File: src/rtl/core/hamiltonian_cycle_search_unit_defines.svh
// assertion macros for the hamiltonian cycle search unit
// no dependencies; included by the modules that carry assertions
`ifndef HAMILTONIAN_CYCLE_SEARCH_UNIT_DEFINES_SVH
`define HAMILTONIAN_CYCLE_SEARCH_UNIT_DEFINES_SVH

// same-cycle implication
`define HCS_ASSERT_NOW(label, clk, rst, ante, cons) \
   label: assert property (@(posedge clk) disable iff (rst) (ante) |-> (cons)) \
      else $error("hcs assertion failed");

// next-cycle implication
`define HCS_ASSERT_NEXT(label, clk, rst, ante, cons) \
   label: assert property (@(posedge clk) disable iff (rst) (ante) |=> (cons)) \
      else $error("hcs assertion failed");

`endif

File: src/rtl/core/hcs_pkg.sv
// shared constants for the hamiltonian cycle search unit
// no dependencies
`timescale 1ns / 1ps

package hcs_pkg;

   localparam int DEF_NUM_VERTICES = 8;

   // item field widths
   localparam int ROW_INDEX_WIDTH = 3;
   localparam int ROW_WIDTH       = 8;
   localparam int VERTEX_WIDTH    = 3;

   // adjacency storage has one slot per loadable row
   localparam int ROW_SLOTS       = 8;

endpackage

File: src/rtl/core/hamiltonian_cycle_search_unit.sv
// Hamiltonian cycle search unit. Rows of a directed adjacency matrix are loaded one item per
// cycle (start high while busy is low); the item with req_last_row set also starts a
// depth-first backtracking search from vertex 0. Each search step either extends the path
// by one vertex or backs out of one depth: all vertices are checked at once by one lane
// each and the lowest free neighbor is taken, so the search time is data dependent. On
// success NUM_VERTICES + 1 results follow back to back (the cycle, then vertex 0 again,
// found set, last on the final one); on failure a single result with found clear and last
// set. Results appear for one cycle under rsp_valid and cannot be held off; busy stays
// high from the search until the last result. Rows persist across searches; every row up
// to NUM_VERTICES - 1 must be loaded before the first search.
// depends on hcs_pkg, hcs_lane, hcs_merge and hamiltonian_cycle_search_unit_defines.svh
`timescale 1ns / 1ps
`include "hamiltonian_cycle_search_unit_defines.svh"

module hamiltonian_cycle_search_unit #(
   parameter int NUM_VERTICES = hcs_pkg::DEF_NUM_VERTICES
) (
   input  logic                                clock,
   input  logic                                reset,
   input  logic                                start,
   output logic                                busy,
   input  logic [hcs_pkg::ROW_INDEX_WIDTH-1:0] req_row_index,
   input  logic [hcs_pkg::ROW_WIDTH-1:0]       req_row_edges,
   input  logic                                req_last_row,
   output logic                                rsp_valid,
   output logic [hcs_pkg::VERTEX_WIDTH-1:0]    rsp_vertex,
   output logic                                rsp_found,
   output logic                                rsp_last
);

   localparam int VW = (NUM_VERTICES > 1) ? $clog2(NUM_VERTICES) : 1;
   localparam int DW = $clog2(NUM_VERTICES + 1);
   localparam logic [NUM_VERTICES-1:0] ONE_HOT0 = NUM_VERTICES'(1);
   localparam logic [DW-1:0] DEPTH_FULL = DW'(NUM_VERTICES);

   typedef enum logic [2:0] {
      ST_LOAD   = 3'b001,
      ST_SEARCH = 3'b010,
      ST_EMIT   = 3'b100
   } state_type;

   state_type                 state_ff, state_in;
   logic [DW-1:0]             depth_ff, depth_in;
   logic [DW-1:0]             try_ff, try_in;
   logic [VW-1:0]             prev_ff, prev_in;
   logic [NUM_VERTICES-1:0]   visited_ff, visited_in;
   logic [DW-1:0]             emit_ff, emit_in;
   logic                      rsp_valid_ff, rsp_valid_in;
   logic [hcs_pkg::VERTEX_WIDTH-1:0] rsp_vertex_ff, rsp_vertex_in;
   logic                      rsp_found_ff, rsp_found_in;
   logic                      rsp_last_ff, rsp_last_in;

   logic [VW-1:0]             path_ff [NUM_VERTICES];
   logic [hcs_pkg::ROW_WIDTH-1:0] adj_ff [hcs_pkg::ROW_SLOTS];

   logic                      path_we;
   logic [VW-1:0]             path_rd_addr;
   logic [VW-1:0]             path_rd;
   logic [31:0]               path_rd_wide;
   logic [DW-1:0]             depth_m2;
   logic                      adj_we;
   logic                      row_in_range;
   logic [31:0]               prev_wide;
   logic [hcs_pkg::ROW_WIDTH-1:0] row_sel;
   logic [NUM_VERTICES-1:0]   edge_vec;
   logic [NUM_VERTICES-1:0]   candidates;
   logic                      hit;
   logic [VW-1:0]             pick;
   logic                      at_full, at_root, do_close, do_adv, accept;

   assign accept       = start && (state_ff == ST_LOAD);
   assign row_in_range = 32'(req_row_index) < 32'(NUM_VERTICES);
   assign adj_we       = accept && row_in_range;

   // row of the current path tail; rows past the stored slots have no edges
   assign prev_wide = 32'(prev_ff);
   assign row_sel   = (prev_wide < 32'(hcs_pkg::ROW_SLOTS)) ? adj_ff[prev_wide[2:0]] : '0;

   for (genvar v = 0; v < NUM_VERTICES; v++) begin : g_lane
      if (v < hcs_pkg::ROW_WIDTH) begin : g_edge
         assign edge_vec[v] = row_sel[v];
      end else begin : g_no_edge
         assign edge_vec[v] = 1'b0;
      end

      hcs_lane #(
         .LANE_ID   (v),
         .TRY_WIDTH (DW)
      ) u_lane (
         .try_from  (try_ff),
         .visited   (visited_ff[v]),
         .edge_bit  (edge_vec[v]),
         .candidate (candidates[v])
      );
   end

   hcs_merge #(
      .NUM_VERTICES (NUM_VERTICES),
      .IDX_WIDTH    (VW)
   ) u_merge (
      .candidates (candidates),
      .hit        (hit),
      .pick       (pick)
   );

   // single path read port: the vertex below the tail while searching, the output while emitting
   assign depth_m2 = depth_ff - DW'(2);
   always_comb begin
      if (state_ff == ST_EMIT) begin
         path_rd_addr = (emit_ff == DEPTH_FULL) ? '0 : emit_ff[VW-1:0];
      end else begin
         path_rd_addr = depth_m2[VW-1:0];
      end
   end
   // slot 0 is always the root vertex 0
   assign path_rd      = (path_rd_addr == '0) ? '0 : path_ff[path_rd_addr];
   assign path_rd_wide = 32'(path_rd);

   assign at_full  = depth_ff == DEPTH_FULL;
   assign at_root  = depth_ff == DW'(1);
   assign do_close = at_full && row_sel[0];
   assign do_adv   = !at_full && hit;

   always_comb begin
      state_in      = state_ff;
      depth_in      = depth_ff;
      try_in        = try_ff;
      prev_in       = prev_ff;
      visited_in    = visited_ff;
      emit_in       = emit_ff;
      rsp_valid_in  = 1'b0;
      rsp_vertex_in = rsp_vertex_ff;
      rsp_found_in  = rsp_found_ff;
      rsp_last_in   = rsp_last_ff;
      path_we       = 1'b0;
      case (state_ff)
         ST_LOAD: begin
            if (accept && req_last_row) begin
               state_in   = ST_SEARCH;
               depth_in   = DW'(1);
               try_in     = DW'(1);
               prev_in    = '0;
               visited_in = ONE_HOT0;
            end
         end
         ST_SEARCH: begin
            if (do_close) begin
               state_in = ST_EMIT;
               emit_in  = '0;
            end else if (do_adv) begin
               path_we    = 1'b1;
               visited_in = visited_ff | (ONE_HOT0 << pick);
               depth_in   = depth_ff + DW'(1);
               prev_in    = pick;
               try_in     = DW'(1);
            end else if (at_root) begin
               // every branch exhausted: no cycle
               state_in      = ST_LOAD;
               depth_in      = '0;
               visited_in    = '0;
               rsp_valid_in  = 1'b1;
               rsp_vertex_in = '0;
               rsp_found_in  = 1'b0;
               rsp_last_in   = 1'b1;
            end else begin
               // back out of the tail, resume the level below after it
               visited_in = visited_ff & ~(ONE_HOT0 << prev_ff);
               depth_in   = depth_ff - DW'(1);
               try_in     = DW'(prev_ff) + DW'(1);
               prev_in    = path_rd;
            end
         end
         ST_EMIT: begin
            rsp_valid_in  = 1'b1;
            rsp_vertex_in = path_rd_wide[hcs_pkg::VERTEX_WIDTH-1:0];
            rsp_found_in  = 1'b1;
            rsp_last_in   = emit_ff == DEPTH_FULL;
            if (emit_ff == DEPTH_FULL) begin
               state_in   = ST_LOAD;
               depth_in   = '0;
               visited_in = '0;
            end else begin
               emit_in = emit_ff + DW'(1);
            end
         end
         default: begin
            state_in = ST_LOAD;
         end
      endcase
   end

   always_ff @(posedge clock) begin
      if (reset) begin
         state_ff     <= ST_LOAD;
         depth_ff     <= '0;
         try_ff       <= '0;
         prev_ff      <= '0;
         visited_ff   <= '0;
         emit_ff      <= '0;
         rsp_valid_ff <= 1'b0;
      end else begin
         state_ff     <= state_in;
         depth_ff     <= depth_in;
         try_ff       <= try_in;
         prev_ff      <= prev_in;
         visited_ff   <= visited_in;
         emit_ff      <= emit_in;
         rsp_valid_ff <= rsp_valid_in;
      end
   end

   always_ff @(posedge clock) begin
      rsp_vertex_ff <= rsp_vertex_in;
      rsp_found_ff  <= rsp_found_in;
      rsp_last_ff   <= rsp_last_in;
   end

   always_ff @(posedge clock) begin
      if (path_we) begin
         path_ff[depth_ff[VW-1:0]] <= pick;
      end
   end

   always_ff @(posedge clock) begin
      if (adj_we) begin
         adj_ff[req_row_index] <= req_row_edges;
      end
   end

   assign busy       = state_ff != ST_LOAD;
   assign rsp_valid  = rsp_valid_ff;
   assign rsp_vertex = rsp_vertex_ff;
   assign rsp_found  = rsp_found_ff;
   assign rsp_last   = rsp_last_ff;

   `HCS_ASSERT_NOW(a_depth_range, clock, reset, state_ff == ST_SEARCH, depth_ff <= DEPTH_FULL)
   `HCS_ASSERT_NOW(a_visited_count, clock, reset, state_ff == ST_SEARCH, $countones(visited_ff) == int'(depth_ff))
   `HCS_ASSERT_NOW(a_root_visited, clock, reset, state_ff == ST_SEARCH, visited_ff[0])
   `HCS_ASSERT_NOW(a_last_idles, clock, reset, rsp_valid_ff && rsp_last_ff, state_ff == ST_LOAD)
   `HCS_ASSERT_NEXT(a_last_row_starts, clock, reset, start && !busy && req_last_row, state_ff == ST_SEARCH)

endmodule

File: src/rtl/core/hcs_lane.sv
// one candidate-check lane: decides whether its vertex can extend the path
// depends on nothing; instantiated once per vertex by the top level
`timescale 1ns / 1ps

module hcs_lane #(
   parameter int LANE_ID   = 0,
   parameter int TRY_WIDTH = 4
) (
   input  logic [TRY_WIDTH-1:0] try_from,
   input  logic                 visited,
   input  logic                 edge_bit,
   output logic                 candidate
);

   localparam logic [TRY_WIDTH-1:0] LANE_VALUE = TRY_WIDTH'(LANE_ID);

   // only vertices at or above the resume point count at this depth
   assign candidate = (LANE_VALUE >= try_from) && !visited && edge_bit;

endmodule

File: src/rtl/core/hcs_merge.sv
// merging stage: lowest-index candidate over all lanes
// depends on nothing; instantiated by the top level
`timescale 1ns / 1ps

module hcs_merge #(
   parameter int NUM_VERTICES = 8,
   parameter int IDX_WIDTH    = 3
) (
   input  logic [NUM_VERTICES-1:0] candidates,
   output logic                    hit,
   output logic [IDX_WIDTH-1:0]    pick
);

   always_comb begin
      hit  = 1'b0;
      pick = '0;
      // walk downward so the lowest set lane wins
      for (int i = NUM_VERTICES - 1; i >= 0; i--) begin
         if (candidates[i]) begin
            hit  = 1'b1;
            pick = IDX_WIDTH'(i);
         end
      end
   end

endmodule
File: config.mk
export PLATFORM = sky130hd
export DESIGN_NAME = hamiltonian_cycle_search_unit
export DESIGN_NICKNAME = d
export VERILOG_FILES = /design/src/rtl/core/hcs_pkg.sv /design/src/rtl/core/hamiltonian_cycle_search_unit.sv /design/src/rtl/core/hcs_lane.sv /design/src/rtl/core/hcs_merge.sv
export VERILOG_INCLUDE_DIRS = /design/src /design/src/rtl/core
export SDC_FILE = /design/constraint.sdc
export NUM_CORES = 1
export LEC_CHECK = 0
export ABC_AREA = 1
export CAP_MARGIN = 20
export CORE_AREA = 2 2 124 126
export CTS_BUF_LIST = sky130_fd_sc_hd__clkbuf_8
export DETAILED_ROUTE_END_ITERATION = 8
export DIE_AREA = 0 0 126 128
export DONT_BUFFER_PORTS = 1
export GPL_ROUTABILITY_DRIVEN = 0
export PLACE_DENSITY = 0.52
export RECOVER_POWER = 25
export SLEW_MARGIN = 10
export SYNTH_ARGS = -nofsm -noshare
export SYNTH_HDL_FRONTEND = slang
export SYNTH_SLANG_ARGS = --single-unit
File: constraint.sdc
create_clock -name clock -period 2.9 [get_ports clock]
set_input_delay 0.145 -clock clock [delete_from_list [all_inputs] [get_ports clock]]
set_output_delay 0.145 -clock clock [all_outputs]
set_load 0.03 [all_outputs]
# Yosys cells after proc, flatten, opt, wreduce, memory -nomap -nowiden
# Memories as Yosys holds them, arrays and structs flattened. A register that Yosys moved wholly into a read port is not among the register bits.
# Index checks and enable logic that the tools add are counted.
[op_classes]
n_addsub = 5
n_mul = 0
div = 0
n_lt_le_gt_ge = 9
eq_ne = 17
shifts = 2
mux = 75
bitwise = 3
reduce_logical = 38
[ops]
columns = ["cell", "n"]
rows = [
  ["$mux 3", 25],
  ["$mux 8", 6],
  ["$mux 4", 10],
  ["$mux 1", 24],
  ["$pmux 8 s3", 1],
  ["$logic_and 1x1->1", 20],
  ["$ge 3x4->1 const A", 4],
  ["$pmux 4 s2", 2],
  ["$reduce_and 4->1", 4],
  ["$shl 1x3->8 const A", 2],
  ["$pmux 3 s2", 2],
  ["$pmux 4 s3", 1],
  ["$ne 2x2->1 const B", 5],
  ["$logic_not 1->1", 9],
  ["$ne 3x3->1 const B", 3],
  ["$pmux 3 s3", 1],
  ["$add 4x1->4 const B", 2],
  ["$and 8x8->8", 1],
  ["$eq 4x4->1 const B", 2],
  ["$ge 1x4->1 const A", 2],
  ["$ge 2x4->1 const A", 2],
  ["$not 8->8", 1],
  ["$or 8x8->8", 1],
  ["$pmux 1 s2", 3],
  ["14 further kinds", 16],
]
[totals]
reg_bits = 32
latchBits = 0
ramBits = 88
mem_bits_ro = 0
inputBits = 15
memories = 2
[mem_list]
columns = ["name", "depth", "word_bits", "read_ports", "rd_clocked_by_memory_dff", "write_ports", "line_no", "text"]
rows = [
  ["adj_ff", 8, 8, 1, 1, 1, "hamiltonian_cycle_search_unit.sv:54", "logic [hcs_pkg::ROW_WIDTH-1:0] adj_ff [hcs_pkg::ROW_SLOTS];"],
  ["path_ff", 8, 3, 1, 0, 1, "hamiltonian_cycle_search_unit.sv:53", "logic [VW-1:0] path_ff [NUM_VERTICES];"],
]

# Longest topological paths before layout
[depth]
depth_word = 17
mapped_depth = 22

# Modules after synthesis
# Synthesis repeated with hierarchy kept, for this count alone.
[unflattened]
cells_unflattened = 648
area_unflattened_um2 = 5984.5
[by_module_without_submodules]
columns = ["module", "instances", "cells_each", "area_each_um2", "seq_area_each_um2"]
rows = [
  ["hamiltonian_cycle_search_unit", 1, 582, 5710.5, 3393.3],
  ["hcs_merge", 1, 22, 98.8, 0.0],
  ["hcs_lane at g_lane[1].u_lane ...", 4, 6, 22.5, 0.0],
  ["hcs_lane at g_lane[0].u_lane ...", 2, 6, 25.0, 0.0],
  ["hcs_lane at g_lane[5].u_lane", 1, 5, 21.3, 0.0],
  ["hcs_lane at g_lane[7].u_lane", 1, 3, 13.8, 0.0],
]

# Least setup slack after synthesis
# No wires, ideal clock.
[synth_timing]
path_kind = "register -> register"
startpoint = "register depth_ff[0]"
endpoint = "register visited_ff[5]"
setup_ns = 0.067
arrival_time_ns = 1.980
path_slack_ns = 0.852
stages_incl_launch_ff = 14
n_path_buf = 1
cell_sequence = "dfxtp_1 -> clkinv_1 -> ha_1 -> nand3_1 -> nand3b_1 -> nand2_1 -> inv_1 -> nand2_1 -> nand2_2 -> buf_6 -> nand2_1 -> nand2_1 -> nand2_1 -> a21oi_2"
[synth_via]
elab_chain_cells = 6
[synth_rtl]
columns = ["item", "line_no", "text"]
rows = [
  ["start, declared", "hamiltonian_cycle_search_unit.sv:43", "logic [DW-1:0] depth_ff, depth_in;"],
  ["start signal, assigned", "hamiltonian_cycle_search_unit.sv:203", "depth_ff <= depth_in;"],
  ["$eq 4x4->1", "hamiltonian_cycle_search_unit.sv:119", "assign at_full = depth_ff == DEPTH_FULL;"],
  ["$logic_not 1->1", "hamiltonian_cycle_search_unit.sv:122", "assign do_adv = !at_full && hit;"],
  ["$logic_and 1x1->1", "hamiltonian_cycle_search_unit.sv:122", ""],
  ["$mux 8", "hamiltonian_cycle_search_unit.sv:150", "end else if (do_adv) begin"],
  ["$mux 8", "hamiltonian_cycle_search_unit.sv:147", "if (do_close) begin"],
  ["$pmux 8 s3", "hamiltonian_cycle_search_unit.sv:136", "case (state_ff)"],
  ["end signal, assigned", "hamiltonian_cycle_search_unit.sv:206", "visited_ff <= visited_in;"],
  ["end, declared", "hamiltonian_cycle_search_unit.sv:46", "logic [NUM_VERTICES-1:0] visited_ff, visited_in;"],
]
# Parallel ways exist; a longest one is shown, timed or not. The select of a mux whose other input is x is not followed.
# A chain may end at the register's enable or synchronous reset.

==> results_dict.tcl <==
set metrics [dict create \
    h-tree-depth 4 \
    layout_common_cells "nand2_1, edfxtp_1, nor2_1" \
    p_leak_nw 2.40 \
    hold_path_end "state_ff[0]" \
    portBuffers 0 \
    timing.critical_path.to_type "flop" \
    clk_latency_ns 0.44 \
    tns_ns 0 \
    criticalPathCategory "reg -> reg" \
    tightest_slew_ns 0.686 \
    finalHoldViolations 0 \
    grt_pass1_vias 4131 \
    grt_use_met3_pct 4.05 \
    cts_tree "built" \
    fin_crit_ns 2.58 \
    yosys_register_bits 123 \
    busiest_layer "met2" \
    crit_chain "buf_4 -> o21ai_1 -> o221ai_2 -> nand3_2 -> nand2_1 -> nor2_4 -> nand2_4 -> nand3_4 -> nor3_1" \
    ant_nets 0 \
    clock.fmax_mhz 387 \
    arrival_ns 2.66 \
    cts_root_buffer "clkbuf_8" \
    min_from "req_last_row" \
    drv_cap 0 \
    grtUsageMet2_pct 29.0 \
    synthArstFlopShare_pct 0 \
    antenna_found_initial 0 \
    dp_hpwl_mm 9.44 \
    cts_setup_buffers 0 \
    grtUsageTotal_pct 18.1 \
    cts.sinks 123 \
    final_cells 813 \
    path_max_fanout 11 \
    ir_worst_vdd_v 0.000474 \
    die-area_sq_mm 0.0161 \
    drtIter0Drc 318 \
    post-place-ws_ns 0.242 \
    fin_skew_ns 0.00755 \
    avgRoutedWirePerCell_um 16.8 \
    grt_pass1_wl_mm 22.4 \
    slew_headroom_pct 54.1 \
    placed_area_sq_mm 0.00599 \
    cts.path.max_buffers 2 \
    start_util_pct 38.8 \
    num_io_pins 22 \
    min_path_type "in -> reg" \
    power_density_mw_per_mm2 589 \
    synth_xor_area_share_pct 0.607 \
    design_area_sq_mm 0.00645 \
    crit_required_ns 2.98 \
    cp_top_family "simple AND/OR/NAND/NOR gates" \
    r2r_end "path_ff[1][0]" \
    num_antenna_cells 0 \
    vias 4132 \
    synthSimpleGateAreaFrac_pct 21.4 \
    drt_pass1_iterations 4 \
    grt_max_degree 32 \
    dpl.cell_count 772 \
    ff2ff_path_depth 9 \
    maxSlewViolCount 0 \
    syn_area_sq_mm 0.00577 \
    outcome "finished, final reports clean" \
    setup_ws_ns 0.316 \
    min_path_cells 3 \
    critPathSlowestCell "dfxtp_1" \
    drive_above_1_share_pct 13.3 \
    critPathBufInv 1 \
    dieHeight_um 128 \
    syn_avg_cell_area_sq_um 9.85 \
    synth.area.mux_share_pct 0 \
    ys_seq_area_share_pct 58.8 \
    fp.coreArea_sq_mm 0.0149 \
    numCtsBuffers 17 \
    yosys_warnings 0 \
    setup_viol 0 \
    r2r_slack_ns 0.32 \
    rsz0062_at_grt "false" \
    ys.flop_type "edfxtp_1" \
    via_per_inst 5.08 \
    synth_compound_area_share_pct 9.93 \
    cp_slowest_stage_delay_ns 0.52 \
    final_common_cell "nand2_1" \
    total_power_mw 3.80 \
    clk_pin_slew_ns 0.07 \
    synth_edf_count 93 \
    timing.hold.ws_ns 0.0295 \
    final_util_pct 43.4 \
    synthAdderAreaFrac_pct 3.47 \
    met1_usage_pct 24.0 \
    routed_wl_mm 13.7 \
    startpoint_type "flop" \
    grt.overflow.total 0 \
    nets 643 \
    die_x_um 126 \
    fin_crit_sh_pct 89.1 \
    synth_top_family_by_area "simple AND/OR/NAND/NOR gates" \
    ys_types 45 \
    syn_inst 586 \
    drc_errors 0 \
    syn_to_final_growth_pct 11.9 \
    synth_fp_nets 617 \
    fp-row-count 45 \
]
-- registers in the layout (all words and copies together) (netlist names), named ones only --
| name | cells |
|---|---|
| adj_ff | 64 |
| path_ff | 24 |
| visited_ff | 8 |
| depth_ff | 4 |
| emit_ff | 4 |
| try_ff | 4 |
| prev_ff | 3 |
| rsp_vertex | 3 |
| state_ff | 3 |
| rsp_found | 1 |
| rsp_last | 1 |
| rsp_valid | 1 |
-- how the worst max path moves through the flow --
| stage | cells after the start | startpoint | endpoint |
|---|---|---|---|
| 2_1_floorplan | 13 | depth_ff[0] | visited_ff[5] |
| 3_3_place_gp | 14 | flop | visited_ff[6] |
| 3_5_place_dp | 13 | flop | visited_ff[6] |
| 4_1_cts | 11 | depth_ff[0] | try_ff[2] |
| 5_1_grt | 19 | flop | visited_ff[6] |
| 6_report | 9 | flop | path_ff[1][0] |
-- worst register-to-register path, stage by stage (launching register included) --
cell,delay [ns]
dfxtp_1,0.52
buf_4,0.27
o21ai_1,0.11
o221ai_2,0.25
nand3_2,0.14
nand2_1,0.13
nor2_4,0.06
nand2_4,0.08
nand3_4,0.14
nor3_1,0.51
-- cells by family after synthesis --
kind of cell,Yosys count
XOR/XNOR,4
adder cells (fa/ha/maj),16
AO/OA/AOI/OAI,95
buffers and inverters,71
flip-flops,123
AND/OR/NAND/NOR,277
-- cell type report --
cell class                      count  area [sq um]
Inverter                           54           209
Sequential cell                   123          3390
Clock buffer                       17           234
Fill cell                        1475          8410
Multi-Input combinational cell    392          2050
Tap cell                          188           235
Clock inverter                     15           133
Timing Repair Buffer               24           203
-- power by group --
part / leakage [nW] / switching (mW) / internal, mW / total [mW]
logic: 1.14 / 0.294 / 0.122 / 0.416
registers: 1.09 / 0.0274 / 1.94 / 1.97
clock network: 0.175 / 0.676 / 0.741 / 1.42
total: 2.40 / 0.998 / 2.80 / 3.80
-- repair_timing --
item                                    4_1_cts  5_1_grt
hold buffers                                  9        0
hold endpoints to repair                     81        0
endpoints found under the setup margin        0        5
resized for setup                             0        3
-- Yosys cell counts (4+ instances only) --
library cell / number / share of area [%]
buf_2: 4 / 0.35
a21oi_1: 24 / 2.1
ha_1: 16 / 3.5
nor3_1: 9 / 0.78
buf_4: 6 / 0.78
o22ai_1: 4 / 0.43
o21ai_0: 28 / 2.4
nor2_1: 57 / 3.7
edfxtp_1: 93 / 48
inv_1: 42 / 2.7
nand2_1: 139 / 9.0
a22oi_1: 5 / 0.65
nand3_2: 5 / 0.87
inv_2: 9 / 0.59
buf_6: 5 / 0.98
nand3_1: 44 / 3.8
o21ai_1: 16 / 1.4
dfxtp_1: 30 / 10
-- layer usage --
layer  share of wire, %  up-vias
met5                  0        -
met4                1.9        0
met3                4.0       23
met2                 48       82
met1                 46     1972
li1                   -     2055
Note: power is estimated with default switching activity, not from simulation.
